<file path="src/efc_pkg.sv">
`timescale 1ns / 1ps
`default_nettype none

package efc_pkg;

  // Fixed-point word width of every coordinate and orbit value.
  localparam int QW = 32;

  // Configuration register indexes.
  localparam logic [2:0] REG_X_ORIGIN = 3'd0;
  localparam logic [2:0] REG_Y_ORIGIN = 3'd1;
  localparam logic [2:0] REG_X_STEP   = 3'd2;
  localparam logic [2:0] REG_Y_STEP   = 3'd3;
  localparam logic [2:0] REG_MAX_ITER = 3'd4;
  localparam logic [2:0] REG_ESC_LIM  = 3'd5;

  typedef struct packed {
    logic signed [31:0] x_origin;
    logic signed [31:0] y_origin;
    logic [30:0]        x_step;
    logic [30:0]        y_step;
    logic [15:0]        max_iterations;
    logic [6:0]         escape_limit;
  } cfg_t;

  // Clamp a wide signed value to the 32-bit two's complement range.
  function automatic logic signed [31:0] sat_q(input logic signed [63:0] v);
    logic [32:0] hi;
    logic signed [31:0] res;
    hi = v[63:31];
    if (hi == '0 || hi == '1) begin
      res = v[31:0];
    end else if (v[63]) begin
      res = 32'sh8000_0000;
    end else begin
      res = 32'sh7FFF_FFFF;
    end
    return res;
  endfunction

endpackage

`default_nettype wire

</file>
<file path="src/efc_front.sv">
`timescale 1ns / 1ps
`default_nettype none

module efc_front #(
  parameter int PIXEL_INDEX_BITS = 12
) (
  input  wire logic                        clk,
  input  wire logic                        rst_n,
  input  wire efc_pkg::cfg_t               cfg,
  input  wire logic                        in_push,
  output logic                             in_full,
  input  wire logic [PIXEL_INDEX_BITS-1:0] in_col,
  input  wire logic [PIXEL_INDEX_BITS-1:0] in_row,
  output logic                             q_push,
  input  wire logic                        q_full,
  output logic [PIXEL_INDEX_BITS-1:0]      q_col,
  output logic [PIXEL_INDEX_BITS-1:0]      q_row,
  output logic signed [31:0]               q_cre,
  output logic signed [31:0]               q_cim
);

  localparam int PW = PIXEL_INDEX_BITS + 31;

  logic                        s0_v_r;
  logic [PIXEL_INDEX_BITS-1:0] s0_col_r;
  logic [PIXEL_INDEX_BITS-1:0] s0_row_r;
  logic [PW-1:0]               s0_px_r;
  logic [PW-1:0]               s0_py_r;
  logic                        s1_v_r;
  logic [PIXEL_INDEX_BITS-1:0] s1_col_r;
  logic [PIXEL_INDEX_BITS-1:0] s1_row_r;
  logic signed [31:0]          s1_cre_r;
  logic signed [31:0]          s1_cim_r;
  logic signed [31:0]          cre_nxt;
  logic signed [31:0]          cim_nxt;
  logic                        s0_adv;
  logic                        s1_adv;

  assign s1_adv  = !s1_v_r || !q_full;
  assign s0_adv  = !s0_v_r || s1_adv;
  assign in_full = !s0_adv;

  // The products are unsigned and the origin is signed, so the sum is done in 64 bits.
  assign cre_nxt = efc_pkg::sat_q(64'(cfg.x_origin) + $signed(64'(s0_px_r)));
  assign cim_nxt = efc_pkg::sat_q(64'(cfg.y_origin) + $signed(64'(s0_py_r)));

  always_ff @(posedge clk) begin
    if (!rst_n) begin
      s0_v_r <= 1'b0;
      s1_v_r <= 1'b0;
    end else begin
      if (s0_adv) begin
        s0_v_r <= in_push;
      end
      if (s1_adv) begin
        s1_v_r <= s0_v_r;
      end
    end
  end

  always_ff @(posedge clk) begin
    if (s0_adv) begin
      s0_col_r <= in_col;
      s0_row_r <= in_row;
      s0_px_r  <= PW'(in_col) * PW'(cfg.x_step);
      s0_py_r  <= PW'(in_row) * PW'(cfg.y_step);
    end
    if (s1_adv) begin
      s1_col_r <= s0_col_r;
      s1_row_r <= s0_row_r;
      s1_cre_r <= cre_nxt;
      s1_cim_r <= cim_nxt;
    end
  end

  assign q_push = s1_v_r;
  assign q_col  = s1_col_r;
  assign q_row  = s1_row_r;
  assign q_cre  = s1_cre_r;
  assign q_cim  = s1_cim_r;

endmodule

`default_nettype wire

</file>
<file path="config.mk">
export PLATFORM = sky130hd
export DESIGN_NAME = efc_front
export DESIGN_NICKNAME = d
export VERILOG_FILES = /design/src/efc_pkg.sv /design/src/efc_front.sv
export SDC_FILE = /design/constraint.sdc
export NUM_CORES = 2
export LEC_CHECK = 0
export ABC_CLOCK_PERIOD_IN_PS = 6300
export BUFFER_PORTS_ARGS = -buffer_cell sky130_fd_sc_hd__buf_4
export CELL_PAD_IN_SITES_DETAIL_PLACEMENT = 0
export CELL_PAD_IN_SITES_GLOBAL_PLACEMENT = 2
export CORE_ASPECT_RATIO = 1.1
export CORE_MARGIN = 2
export CORE_UTILIZATION = 36
export DETAILED_ROUTE_END_ITERATION = 16
export GPL_ROUTABILITY_DRIVEN = 0
export PLACE_DENSITY_LB_ADDON = 0.3
export SETUP_SLACK_MARGIN = 0.2
export SLEW_MARGIN = 20
export SYNTH_ARGS = -nofsm -noshare
export SYNTH_HDL_FRONTEND = slang
export SYNTH_SLANG_ARGS = --single-unit
</file>
<file path="constraint.sdc">
create_clock -name clk -period 6.3 [get_ports clk]
set_input_delay 0.63 -clock clk [delete_from_list [all_inputs] [get_ports clk]]
set_output_delay 0.63 -clock clk [all_outputs]
set_load 0.05 [all_outputs]
</file>
==> results.txt <==
* Initial antenna violation count: 8
- Clock tree synthesis selected as its root buffer the cell sky130_fd_sc_hd__clkbuf_16.
* Number of routed nets with antenna violations: 0
- In this run the vertical extent of the chip is 329 microns.
* Std-Cell Core Area: 0.0956 sq mm
* Post-synthesis share of cell area spent on xor and xnor gates: 3.74%
- After Yosys synthesis, and, or, nand and nor cells account for ~16% of the synthesized area.
* Reg clk slew, reported paths: roughly 0.08 ns
- Summing all flip-flop and latch instances after layout gives around 0.006 sq mm.
- For this run, the slowest stage of the critical path takes around 0.55 ns.
* Final core occ: a little over two fifths
- From left edge to right edge, the die measures about 300 microns.
- Highest achievable clock rate: 170 MHz
- Worst clock skew: around 0.02 ns
- The flow ran to the end, and the final reports show no timing, DRC or antenna violations.
- After detailed routing, the average wire length per cell comes to about 18 microns.
* Synthesized-area fraction occupied by adder cells: between 40% and 50%
* Largest net degree at the start of global routing: 59
- Buffers placed on the I/O ports in this run total 243.
- The worst setup path is launched from a primary input.
- Routed wire length: 96200 microns
* Aggregate global routing overflow: 0
- Summing internal, switching and leakage power gives 25.0 mW.
- The setup path with the least slack is of type primary input to flip-flop.
* Area taken by multi-input logic gates: between 0.02 and 0.03 sq mm
- The max-slew violation total from the final report was 0.
* Clock buffer count from CTS: 17
- Share of flip-flops with an asynchronous set or reset after synthesis: 0%
* Prevailing post-synth register cell: sky130_fd_sc_hd__edfxtp_1
* Fraction of synthesized area in multiplexers: ~1.1%
- The slowest stage of the critical path belongs to the cell sky130_fd_sc_hd__fa_1.
- TritonCTS built the clock tree.
- Net Count, Synth: approximately 4800
- The cell that appears most often on the critical path is sky130_fd_sc_hd__fa_1.
- Die Area: 0.0987 sq mm
- Worst Tran Pin Value: 0.918 ns
- Synthesis instantiated 76 different standard cells from the library.
- The synthesized netlist devotes 10.3% of its cell area to compound gates.
* Worst path top cell family by delay: adder cells
* CP Buf/Inv Count: 6
* Final instance area: between 0.04 and 0.05 sq mm
- Post-detailed-route via-to-cell ratio: between 4 and 5
* Crit. End Element: flip-flop
- Wire length of the first global-routing pass: between 150000 and 200000 microns
* Via total after detailed routing: about 26000
- CTS sink count: 200
- Number of enable-type register cells in the synthesized netlist: ~200
- Number of buffers inserted for hold repair after clock tree synthesis: 0
- For the worst setup path, the data required time is roughly 6.5 ns.
* Worst supply voltage drop on vdd: 0.000483 V
- The first TritonRoute pass finished after 5 iterations.
* Unrepaired setup endpoints after global routing: no
* Critical Path Fanout Max: 5
* Number of placement rows: approximately 120
- At the later pin of the worst-skew pair, clock insertion delay measures 0.52 ns.
* Post-Place Worst Slack: -0.289 ns
- Max-cap violations in this run came to 0.
* Setup TNS: 0 ns
- The initial utilization of the core area, before any placement, comes to 36.2%.
- The post-route netlist has 13.7% of its cells at a drive strength greater than 1.
- Shortest period the worst path allows: 5.90 ns
- Starting DRC count in detailed routing: 1268
- Number of top-level pins: between 200 and 300
- The worst pin sits at a relative slew slack of roughly two fifths.
* Synthesis-to-finish area growth: 15.9%
- Post-synthesis sequential area ratio: approximately 17%
* Largest family of logic cells by synthesized area: adder cells
- Most common cell after layout, fill and taps aside: sky130_fd_sc_hd__inv_1
- Area after detailed placement: 0.0395 sq mm
- Setup violations remaining at the end of the flow were counted as 0.
- Count of mapped cells out of synthesis: 3782
- In this run the static leakage power is 19.7 nW.
* H-tree Lvls: 4
- Post-route fraction of the period consumed by the critical path: a little over nine tenths
- The number of hold-slack violations in the final timing report was 0.
* Number of global-route vias before repair: approximately 28000
- NumNets Final: 5143
- For this run, the total global-route usage over all layers was measured as ~20%.
- Mean area per synthesized cell: 9.15 sq um
- Fill cells in the final layout number 9699.
- Sum of net half-perimeters after detailed placement: between 80000 and 90000 microns
* Clock buffer depth: 2
* Post-Syn Area: about 0.035 sq mm
- Ys Warns: 0
- Class of the most critical hold timing path: primary input to flip-flop
* Worst EP arrival: about 6.1 ns
* Total power density per cell area: 623 mW/mm^2
* Cell breakdown of the critical path: buf_4 > nand2_1 > fa_1 > inv_1 > fa_1 > fa_1 > fa_1 > inv_1 > fa_1 > inv_1 > ha_1 > buf_4 > and3_1 > and3_1 > nand4_1 > a211oi_2 > o31a_1 > o211ai_1 > a2111oi_2 > buf_4 > o31ai_2 > a21oi_2 > xor2_1
- Internal reg-to-reg setup slack: about 1.4 ns
- In the routed design, unresolved DRC markers number 0.
* Most used cells in the layout excluding fill and tap cells: sky130_fd_sc_hd__inv_1, sky130_fd_sc_hd__nand2_1, sky130_fd_sc_hd__fa_1
- After synthesis the netlist holds a flip-flop and latch count of 200.
- After layout, the worst setup slack is approximately 0.4 ns.
cell usage after synthesis (16+ instances only):
library cell,instances,area share [%]
sky130_fd_sc_hd__nand3_1,32,0.46
sky130_fd_sc_hd__ha_1,250,9.0
sky130_fd_sc_hd__and2_1,240,4.3
sky130_fd_sc_hd__nand2b_1,23,0.42
sky130_fd_sc_hd__nor2b_1,16,0.29
sky130_fd_sc_hd__fa_1,582,34
sky130_fd_sc_hd__inv_1,675,7.3
sky130_fd_sc_hd__xnor2_1,97,2.5
sky130_fd_sc_hd__a21oi_1,155,2.2
sky130_fd_sc_hd__a21o_1,81,1.8
sky130_fd_sc_hd__o21a_1,22,0.48
sky130_fd_sc_hd__or3_1,19,0.34
sky130_fd_sc_hd__and3_1,16,0.29
sky130_fd_sc_hd__mux2i_1,35,1.0
sky130_fd_sc_hd__nand2_1,620,6.7
sky130_fd_sc_hd__a211oi_1,24,0.52
sky130_fd_sc_hd__nor2_1,99,1.1
sky130_fd_sc_hd__o21ai_0,125,1.8
sky130_fd_sc_hd__edfxtp_1,198,17
sky130_fd_sc_hd__clkbuf_1,170,1.8
sky130_fd_sc_hd__nand4_1,25,0.45
sky130_fd_sc_hd__xor2_1,51,1.3
sky130_fd_sc_hd__a31oi_1,17,0.31
sky130_fd_sc_hd__nor3_1,28,0.40
sky130_fd_sc_hd__o21bai_1,29,0.63
kinds of logic after synthesis:
| logic type | after synthesis |
|---|---|
| and+or+nand+nor | 1154 |
| buffers and inverters | 853 |
| adders and majority gates | 832 |
| AOI/OAI and AO/OA | 558 |
| DFF | 200 |
| xor gates and xnor gates | 148 |
| muxes | 37 |
timing repair:
item                                    4_1_cts  5_1_grt
resized for setup                             0       22
buffers inserted                              0        2
endpoints found under the setup margin        0       10
where the power goes:
group          leakage, nW  total (mW)  internal [mW]  switching [mW]
Clock                0.256        1.10          0.515           0.581
Combinational         17.4        20.9           9.26            11.7
Sequential            2.12        2.99           2.78           0.201
registers in the layout, indices dropped and copies added, names as in the netlist:
| register | cells |
|---|---|
| s0_px_r | 43 |
| s0_py_r | 43 |
| q_cim | 32 |
| q_cre | 32 |
| q_col | 12 |
| q_row | 12 |
| s0_col_r | 12 |
| s0_row_r | 12 |
| q_push | 1 |
| s0_v_r | 1 |
metrics by stage:
| stage | hold WS (ns) | std cells |
|---|---|---|
| floorplan | 0.400 | 3782 |
| finish | 0.349 | 5424 |
| global route | 0.321 | 5424 |
| CTS | 0.307 | 5415 |
| global placement | 0.401 | 5383 |
| detailed placement | 0.405 | 5383 |
final timing paths:
path | to | start | cells past startpoint
max | s0_py_r[40] | in_row[6] | 23
min | q_push | rst_n | 2
max reg2reg | q_cre[3] | s0_px_r[1] | 13
min reg2reg | q_row[9] | s0_row_r[9] | 0
worst reg2reg max path, cell delays in order (launching register included):
cell and delay [ns]:
sky130_fd_sc_hd__edfxtp_1 0.46, sky130_fd_sc_hd__ha_1 0.32, sky130_fd_sc_hd__a211oi_1 0.38, sky130_fd_sc_hd__nor4_1 0.16, sky130_fd_sc_hd__or3_1 0.45, sky130_fd_sc_hd__a311oi_1 0.69
sky130_fd_sc_hd__nor4_1 0.12, sky130_fd_sc_hd__or3_1 0.35, sky130_fd_sc_hd__a211oi_1 0.26, sky130_fd_sc_hd__nand4b_1 0.12, sky130_fd_sc_hd__nor4b_1 0.44, sky130_fd_sc_hd__a21o_1 0.51
sky130_fd_sc_hd__buf_4 0.28, sky130_fd_sc_hd__o21ai_0 0.12
per-layer routing:
| metal | track usage, % | wire (microns) | up-vias | share of wire [%] |
|---|---|---|---|---|
| li1 | - | - | 12720 | - |
| met1 | 29.5 | 48300 | 13053 | 50 |
| met2 | 31.6 | 43500 | 421 | 45 |
| met3 | 2.09 | 2920 | 60 | 3.0 |
| met4 | 4.36 | 1420 | 2 | 1.5 |
| met5 | 0 | 11 | - | 0.011 |
area by class of cell:
cell class	instances	share of cell area (%)
Inverter	675	6.32
Clock buffer	19	1.08
Sequential cell	200	14.9
Clock inverter	13	0.274
Antenna cell	7	0.0437
Multi-Input combinational cell	2729	63.6
Tap cell	1270	3.96
Timing Repair Buffer	511	9.83
Power figures use the tool's default switching activity.
