===== src/efc_queue.sv =====
`timescale 1ns / 1ps
`default_nettype none

module efc_queue #(
  parameter int WIDTH = 8,
  parameter int DEPTH = 2
) (
  input  wire logic             clk,
  input  wire logic             rst_n,
  input  wire logic             push,
  input  wire logic [WIDTH-1:0] push_data,
  output logic                  full,
  input  wire logic             pop,
  output logic                  empty,
  output logic [WIDTH-1:0]      pop_data
);

  localparam int AW = (DEPTH > 1) ? $clog2(DEPTH) : 1;

  logic [WIDTH-1:0] mem_r [DEPTH];
  logic [AW-1:0]    wr_ptr_r;
  logic [AW-1:0]    rd_ptr_r;
  logic [AW:0]      cnt_r;
  logic             do_push;
  logic             do_pop;

  assign full     = (cnt_r == (AW+1)'(DEPTH));
  assign empty    = (cnt_r == '0);
  assign do_push  = push && !full;
  assign do_pop   = pop && !empty;
  assign pop_data = mem_r[rd_ptr_r];

  always_ff @(posedge clk) begin
    if (!rst_n) begin
      wr_ptr_r <= '0;
      rd_ptr_r <= '0;
      cnt_r    <= '0;
    end else begin
      if (do_push) begin
        wr_ptr_r <= (wr_ptr_r == AW'(DEPTH - 1)) ? '0 : wr_ptr_r + AW'(1);
      end
      if (do_pop) begin
        rd_ptr_r <= (rd_ptr_r == AW'(DEPTH - 1)) ? '0 : rd_ptr_r + AW'(1);
      end
      if (do_push && !do_pop) begin
        cnt_r <= cnt_r + (AW+1)'(1);
      end else if (do_pop && !do_push) begin
        cnt_r <= cnt_r - (AW+1)'(1);
      end
    end
  end

  always_ff @(posedge clk) begin
    if (do_push) begin
      mem_r[wr_ptr_r] <= push_data;
    end
  end

endmodule

`default_nettype wire


===== config.mk =====
export PLATFORM = sky130hd
export DESIGN_NAME = efc_queue
export DESIGN_NICKNAME = d
export VERILOG_FILES = /design/src/efc_queue.sv
export SDC_FILE = /design/constraint.sdc
export NUM_CORES = 1
export LEC_CHECK = 0
export ABC_AREA = 1
export BUFFER_PORTS_ARGS = -buffer_cell sky130_fd_sc_hd__buf_4
export CAP_MARGIN = 10
export CORE_MARGIN = 8
export CORE_UTILIZATION = 53
export CTS_CLUSTER_DIAMETER = 30
export DETAILED_ROUTE_END_ITERATION = 8
export PLACE_DENSITY = 0.89
export SLEW_MARGIN = 10
export SYNTH_ARGS = -nofsm -noshare
export SYNTH_HDL_FRONTEND = slang
export SYNTH_SLANG_ARGS = --single-unit

===== constraint.sdc =====
create_clock -name clk -period 2.1 [get_ports clk]
set_clock_uncertainty 0.15 [all_clocks]
set_input_delay 0 -clock clk [delete_from_list [all_inputs] [get_ports clk]]
set_output_delay 0 -clock clk [all_outputs]
set_load 0.005 [all_outputs]

==> metrics.txt, run 1 <==
CP arrival=between 1500 and 2000 ps; fill cell count=between 90 and 100; cell area after layout=1157 µm²; CTS tree=built; DR vias/cell=around 5; GRT Total Usage=11.03%; kind of cell adding the most delay to the critical path=flip-flops; Min-Delay Endpoint=mem_r[0][0]$_DFFE_PP_; largest net degree at the start of global routing=12; root buf cell=clkbuf_4; Worst VDD drop=approximately 0.63 mV; CP endpoint kind=flip-flop; final WL=1.648 mm; CTS buffer count=3; clock latency on the worst-skew pair=280 ps; reg2reg setup slack=510 ps; f_max=~630 MHz; Cell Area, Placed=1011 µm²; drt drc=0; r2r startpoint=cnt_r[1]$_SDFFE_PN0P_; initial antenna violation count=0; post-cts gate resize count=0; drt initial violations=17; core area=1489 µm²; Avg WL per Cell=14.09 µm; Crit Reg-Reg Endpoint=cnt_r[1]$_SDFFE_PN0P_; vias=583; Final period util=75.87%; clock sinks=21; worst slew pin tran=about 360 ps; PD cells=999.9 nW/µm²; CP max-delay cell=dfxtp_1; max_cap viols=0; RSZ-0062 raised after global routing=no; Port Buffer Count=21; Slew headroom=75.94%; drt first pass iters=4; Yosys reg bits=21; number of global-route vias before repair=636; cts hold-fix bufs=12; Congestion Overflow GR=0; first-pass GRT wire length=2.822 mm; NumNets Final=115; most common cell after layout, fill and taps aside=buf_4; worst path required time=2180 ps; status=completed; Worst Reg2Reg Path Length in Cells=9; Startpoint Class=flip-flop; Util after Layout=77.73%; Synth Warn #=0; fin. max-slew vios=0; setup TNS=0 ps; hold path depth=2; H-tree Lvls=1; slowest stage delay, CP=between 300 and 400 ps; syn_nets=76; Horiz. Die Dim=55.41 µm; HP Start=push_data[0]; mean post-synth cell area=13.07 µm²; cell chain of the critical path=inv_1 > o21ai_2 > inv_1 > ha_1 > inv_1 > nand3_1 > nand2_1 > inv_1 > nor2_1; die area=roughly 3000 µm²; ratio of cells with drive above 1 in the final layout=36.63%; Seq/Total Area, Yosys=70.52%; Pwr Total=between 1000 and 1500 µW; Area Overhead vs Synth=40.58%; # rows=14; crit path max fanout=4; Hold Worst Slack=288.8 ps; final hold viol count=0; critical path class=reg -> reg; most frequent cells in the layout=buf_4, edfxtp_1, dlygate4sd3_1; clock buffer depth=2; cell repeated most along the worst path=inv_1; fin crit period=1593 ps; hold crit path type=in -> reg; Leak=0.0004857 µW; ANT nets after route=0; gpl congestion=0.6606; Synth cell types=15; clock transition at the registers of the reported paths=110 ps; Buf+Inv Stages, Crit Path=4; setup bufs post-CTS=0; antenna cell count=0; Synth Instances=63; Die Y=approximately 55 µm; Initial Util=55.29%; final setup fails=0; mapped cell area=~820 µm²; IO Pins=22; post-DP HPWL=1.118 mm
==> sequential cells by signal, summed over array words and instances (netlist names), named ones only <==
register  flops
cnt_r         2
rd_ptr_r      1
wr_ptr_r      1
mem_r        16
==> area by class of cell <==
cell class / count / area (µm²) / share of cell area, %
repair buffers: 35 / 292.8 / 25.30
multi-input cells: 32 / 203.9 / 17.62
inverters: 9 / 33.78 / 2.919
flip-flops and latches: 21 / 580.6 / 50.16
clock buffers: 4 / 26.28 / 2.270
well taps: 16 / 20.02 / 1.730
==> through the flow <==
step | cells | setup WS [ps]
floorplan | 63 | 656.3
global placement | 101 | 611.5
detailed placement | 101 | 513.2
CTS | 117 | 500.6
global route | 117 | 341.8
finish | 117 | 506.8
==> cells in the mapped netlist <==
master | n | area, µm²
mux2_2 | 8 | 90.09
ha_1 | 1 | 12.51
buf_2 | 1 | 5.000
nand4_1 | 1 | 6.260
inv_2 | 1 | 3.750
inv_1 | 8 | 30.03
nor2_1 | 10 | 37.54
o21ai_0 | 2 | 10.01
nand2_1 | 6 | 22.52
nor2_2 | 1 | 6.260
edfxtp_1 | 16 | 480.5
o21ai_2 | 1 | 8.760
dfxtp_1 | 5 | 100.1
nand3_1 | 1 | 5.000
a21oi_1 | 1 | 5.000
==> per-layer routing <==
metal | track usage [%] | part of all wire [%] | vias to the layer above
met3 | 4.338 | 5.2 | 0
met5 | 0 | 0 | -
met4 | 2.113 | 0 | 0
li1 | - | - | 288
met1 | 10.84 | 41 | 280
met2 | 20.99 | 54 | 15
==> worst max path at each step <==
stage                                from               endpoint  slack, ps  cells after the start
floorplan           cnt_r[0]$_SDFFE_PN0P_  cnt_r[1]$_SDFFE_PN0P_        660                      9
global placement    cnt_r[1]$_SDFFE_PN0P_  cnt_r[1]$_SDFFE_PN0P_        610                      9
detailed placement  cnt_r[1]$_SDFFE_PN0P_  cnt_r[1]$_SDFFE_PN0P_        510                      9
CTS                 cnt_r[1]$_SDFFE_PN0P_  cnt_r[1]$_SDFFE_PN0P_        500                      9
global route        cnt_r[1]$_SDFFE_PN0P_  cnt_r[1]$_SDFFE_PN0P_        340                      9
finish              cnt_r[1]$_SDFFE_PN0P_  cnt_r[1]$_SDFFE_PN0P_        510                      9
==> report_power, final <==
part           switching, µW  internal, µW
Sequential              50.3           530
Combinational            182           211
Clock                    111          73.7
Total                    343           814
==> cell families (layout without fill, tap and decap cells) <==
logic type,after synthesis,after routing,synth area share [%]
muxes,8,8,10.94
DFF,21,21,70.52
adders and majority gates,1,1,1.520
AOI/OAI and AO/OA,4,4,2.887
and+or+nand+nor,19,19,9.423
buffers and inverters,10,48,4.710
No activity file was read; power rests on OpenSTA's default activity.
==> run 2, diff against run 1 <==
--- a/config.mk
+++ b/config.mk
@@ -9,10 +9,10 @@
 export BUFFER_PORTS_ARGS = -buffer_cell sky130_fd_sc_hd__buf_4
 export CAP_MARGIN = 10
 export CORE_MARGIN = 8
-export CORE_UTILIZATION = 53
+export CORE_UTILIZATION = 49
 export CTS_CLUSTER_DIAMETER = 30
 export DETAILED_ROUTE_END_ITERATION = 8
-export PLACE_DENSITY = 0.89
+export PLACE_DENSITY = 0.84
 export SLEW_MARGIN = 10
 export SYNTH_ARGS = -nofsm -noshare
 export SYNTH_HDL_FRONTEND = slang
==> constraint.sdc (replaced) <==
create_clock -name clk -period 1.6 [get_ports clk]
set_clock_uncertainty 0.15 [all_clocks]
set_input_delay 0 -clock clk [delete_from_list [all_inputs] [get_ports clk]]
set_output_delay 0 -clock clk [all_outputs]
set_load 0.005 [all_outputs]
==> metrics.txt, run 2 (synthesized netlist as in run 1, its figures left out) <==
CP endpoint kind=output port; Leak=0.0004831 µW (-0.54%); post-DP HPWL=1.153 mm (+3.1%); final hold viol count=0 (unchanged); Port Buffer Count=21 (unchanged); fill cell count=136 (+39%); DR vias/cell=4.829 (-3.1%); reg2reg setup slack=90 ps (-420 ps); clock sinks=21 (unchanged); Final period util=94.63%; CTS buffer count=3 (unchanged); IO Pins=22 (unchanged); largest net degree at the start of global routing=12 (unchanged); drt drc=0 (unchanged); Area Overhead vs Synth=41.34%; core area=1652 µm² (+11%); final worst slack=85.91 ps (-420.9 ps); Horiz. Die Dim=56.99 µm (+2.9%); root buf cell=clkbuf_4; Initial Util=49.85% (-5.4 points); final setup fails=0 (unchanged); H-tree Lvls=1 (unchanged); Util after Layout=70.45% (-7.3 points); Cell Area, Placed=1012 µm² (+0.12%); initial antenna violation count=0 (unchanged); most frequent cells in the layout=buf_4, edfxtp_1, dlygate4sd3_1; fin crit period=between 1500 and 2000 ps; Startpoint Class=flip-flop; Worst VDD drop=0.9833 mV (+55%); ratio of cells with drive above 1 in the final layout=40.00% (+3.4 points); setup bufs post-CTS=0 (unchanged); vias=565 (-3.1%); CTS tree=built; clock latency on the worst-skew pair=300 ps (+20 ps); cell area after layout=1164 µm² (+0.54%); max_cap viols=0 (unchanged); gpl congestion=0.6312 (-4.5%); most common cell after layout, fill and taps aside=buf_4; clock buffer depth=2 (unchanged); fin. max-slew vios=0 (unchanged); PD cells=1330 nW/µm² (+33%); Die Y=56.99 µm (+2.9%); hold crit path type=in -> reg; Reg with most FFs=mem_r; NumNets Final=114 (-0.87%); pre-CTS setup slack=20.79 ps (-492.4 ps); f_max=about 660 MHz; biggest regs=mem_r: 16 flops, cnt_r: 2 flops; drt initial violations=13 (-4); number of global-route vias before repair=645 (+1.4%); # rows=15 (+1); Pwr Total=1548 µW (+34%); clock transition at the registers of the reported paths=110 ps (about the same); final WL=1.657 mm (+0.55%); antenna cell count=0 (unchanged); ANT nets after route=0 (unchanged); first-pass GRT wire length=2.766 mm (-2.0%); die area=3248 µm² (+5.8%); drt first pass iters=5 (+1); crit path max fanout=8 (+4); setup TNS=0 ps (unchanged); worst slew pin tran=359.7 ps (-0.7654 ps); Slew headroom=75.99% (about the same); Avg WL per Cell=14.16 µm (+0.55%); CP arrival=1360 ps (-310 ps); worst path required time=1450 ps (-730 ps); status=completed; critical path class=reg -> out; Congestion Overflow GR=0 (unchanged); GRT Total Usage=11.03% (about the same); max reg flops=16 (unchanged)
-- run 2: report_power, final --
| group | internal [µW] | switching, µW | total [µW] |
|---|---|---|---|
| Sequential | 701 | 68.2 | 769 |
| Combinational | 288 | 247 | 535 |
| Clock | 97.0 | 147 | 244 |
-- run 2: worst max-delay path, cell delays in order (launching register included) --
cell     delay (ps)
dfxtp_1         550
mux2_2          390
buf_4           140
-- run 2: worst paths after layout --
path	endpoint	cells after the start	from
worst min-delay path	mem_r[0][1]$_DFFE_PP_	2	push_data[1]
worst max-delay path	pop_data[0]	2	flip-flop
worst max register to register	cnt_r[1]$_SDFFE_PN0P_	9	cnt_r[1]$_SDFFE_PN0P_
worst min register to register	flip-flop	2	rd_ptr_r$_SDFFE_PN0P_
-- run 2: cell type report --
class / instances / area (µm²) / area share (%)
multi-input combinational: 32 / 216.5 / 18.60
timing repair buffer: 34 / 282.8 / 24.30
tap: 17 / 21.27 / 1.828
sequential: 21 / 583.1 / 50.11
inverter: 9 / 33.78 / 2.903
clock buffer: 4 / 26.28 / 2.258
-- run 2: metal layers --
layer,track usage (%),share of wire [%],vias up
li1,-,-,289
met1,10.90,40,255
met2,18.45,52,17
met3,3.991,5.7,4
met4,8.054,2.8,0
met5,0,0,-
-- run 2: stage by stage --
stage,hold WS (ps),instances
2_1_floorplan,-51.13,63
3_3_place_gp,34.82,102
3_5_place_dp,40.01,102
4_1_cts,270.9,117
5_1_grt,255.5,117
6_report,278.2,117
-- run 2: timing repair --
| item | CTS | global route |
|---|---|---|
| endpoints found under the hold margin | 21 | 0 |
| hold buffers | 11 | 0 |
| gates resized for setup | 0 | 3 |
| endpoints found under the setup margin | 0 | 2 |
==> run 3, diff against run 2 <==
--- a/config.mk
+++ b/config.mk
@@ -13,6 +13,7 @@
 export CTS_CLUSTER_DIAMETER = 30
 export DETAILED_ROUTE_END_ITERATION = 8
 export PLACE_DENSITY = 0.84
+export RECOVER_POWER = 50
 export SLEW_MARGIN = 10
 export SYNTH_ARGS = -nofsm -noshare
 export SYNTH_HDL_FRONTEND = slang
==> metrics.txt, run 3 (synthesized netlist as in run 1, its figures left out) <==
status=completed; final hold viol count=0 (unchanged); Congestion Overflow GR=0 (unchanged); root buf cell=clkbuf_4; clock sinks=21 (unchanged); Final period util=94.79% (+0.16 points); worst path required time=1450 ps (about the same); fin crit period=1517 ps (+2.551 ps); Initial Util=49.85% (unchanged); reg2reg setup slack=90 ps (about the same); Area Overhead vs Synth=41.03%; clock latency on the worst-skew pair=300 ps (about the same); cell area after layout=1161 µm² (-0.22%); H-tree Lvls=1 (unchanged); largest net degree at the start of global routing=12 (unchanged); Port Buffer Count=21 (unchanged); critical path class=reg -> out; hold crit path type=in -> reg; max_cap viols=0 (unchanged); Reg with most FFs=mem_r; ANT nets after route=0 (unchanged); CTS tree=built; first-pass GRT wire length=2.766 mm (unchanged); drt drc=0 (unchanged); Cell Area, Placed=1012 µm² (unchanged); CTS buffer count=3 (unchanged); final setup fails=0 (unchanged); CP arrival=1370 ps (about the same); Startpoint Class=flip-flop; hold path depth=2 (unchanged); Die Y=56.99 µm (unchanged); Worst VDD drop=0.9838 mV (about the same); antenna cell count=0 (unchanged); IO Pins=22 (unchanged); Avg WL per Cell=14.14 µm (-0.18%); f_max=659.4 MHz (-0.17%); NumNets Final=114 (unchanged); Pwr Total=1544 µW (-0.26%); Worst Reg2Reg Path Length in Cells=9 (unchanged); post-DP HPWL=1.153 mm (unchanged); most common cell after layout, fill and taps aside=edfxtp_1; crit path max fanout=8 (unchanged); drt initial violations=16 (+3); final WL=1.654 mm (-0.18%); PD cells=1330 nW/µm² (about the same); DR vias/cell=4.829 (unchanged); drt first pass iters=5 (unchanged); Slew headroom=75.85% (-0.14 points); max reg flops=16 (unchanged); core area=1652 µm² (unchanged); GRT Total Usage=11.03% (unchanged); CP endpoint kind=output port; worst slew pin tran=361.8 ps (+2.111 ps); die area=3248 µm² (unchanged); clock buffer depth=2 (unchanged); clock transition at the registers of the reported paths=110 ps (about the same); gpl congestion=0.6312 (unchanged); fin. max-slew vios=0 (unchanged); Leak=0.0004805 µW (-0.53%); vias=565 (unchanged); biggest regs=mem_r: 16 flops, cnt_r: 2 flops; most frequent cells in the layout=edfxtp_1, buf_4, clkbuf_4; number of global-route vias before repair=645 (unchanged); setup bufs post-CTS=0 (unchanged); # rows=15 (unchanged); Horiz. Die Dim=56.99 µm (unchanged); ratio of cells with drive above 1 in the final layout=40.00% (unchanged); initial antenna violation count=0 (unchanged)
run 3: stage by stage:
stage	std cells	setup WS [ps]	setup TNS, ps	hold WS (ps)	utilization, %
2_1_floorplan	63	156.3	0	-51.13	-
3_3_place_gp	102	107.0	0	34.82	61.29
5_1_grt	117	-20.46	-20.46	274.7	70.30
3_5_place_dp	102	20.79	0	40.01	61.29
4_1_cts	117	7.239	0	270.9	69.55
6_report	117	83.36	0	297.2	70.30
run 3: final timing paths:
| kind | endpoint | startpoint |
|---|---|---|
| min reg2reg | flip-flop | rd_ptr_r$_SDFFE_PN0P_ |
| min | mem_r[0][1]$_DFFE_PP_ | push_data[1] |
| max reg2reg | cnt_r[1]$_SDFFE_PN0P_ | cnt_r[1]$_SDFFE_PN0P_ |
| max | pop_data[0] | flip-flop |
run 3: area by class of cell:
type,instances,area (µm²)
multi-input combinational,32,216.5
inverter,9,33.78
fill,135,490.5
clock buffer,4,26.28
sequential,21,583.1
tap,17,21.27
timing repair buffer,34,280.3
run 3: repair_timing:
action                                 4_1_cts  5_1_grt
hold buffers                                11        0
setup endpoints to repair                    0        2
resized for setup                            0        3
endpoints found under the hold margin       21        0
run 3: critical path, cell delays in order, from the launching register on:
cell	delay, ps
dfxtp_1	550
mux2_2	390
buf_4	140
run 3: where the power goes:
| part | internal (µW) | switching, µW |
|---|---|---|
| clock network | 97.0 | 148 |
| logic | 284 | 246 |
| registers | 701 | 68.2 |
| total | 1080 | 462 |
run 3: metal layers:
layer | GRT usage [%] | up-vias | part of all wire, %
met5 | 0 | - | 0
li1 | - | 290 | -
met1 | 10.90 | 254 | 40
met4 | 8.054 | 0 | 2.8
met2 | 18.45 | 17 | 52
met3 | 3.991 | 4 | 5.7
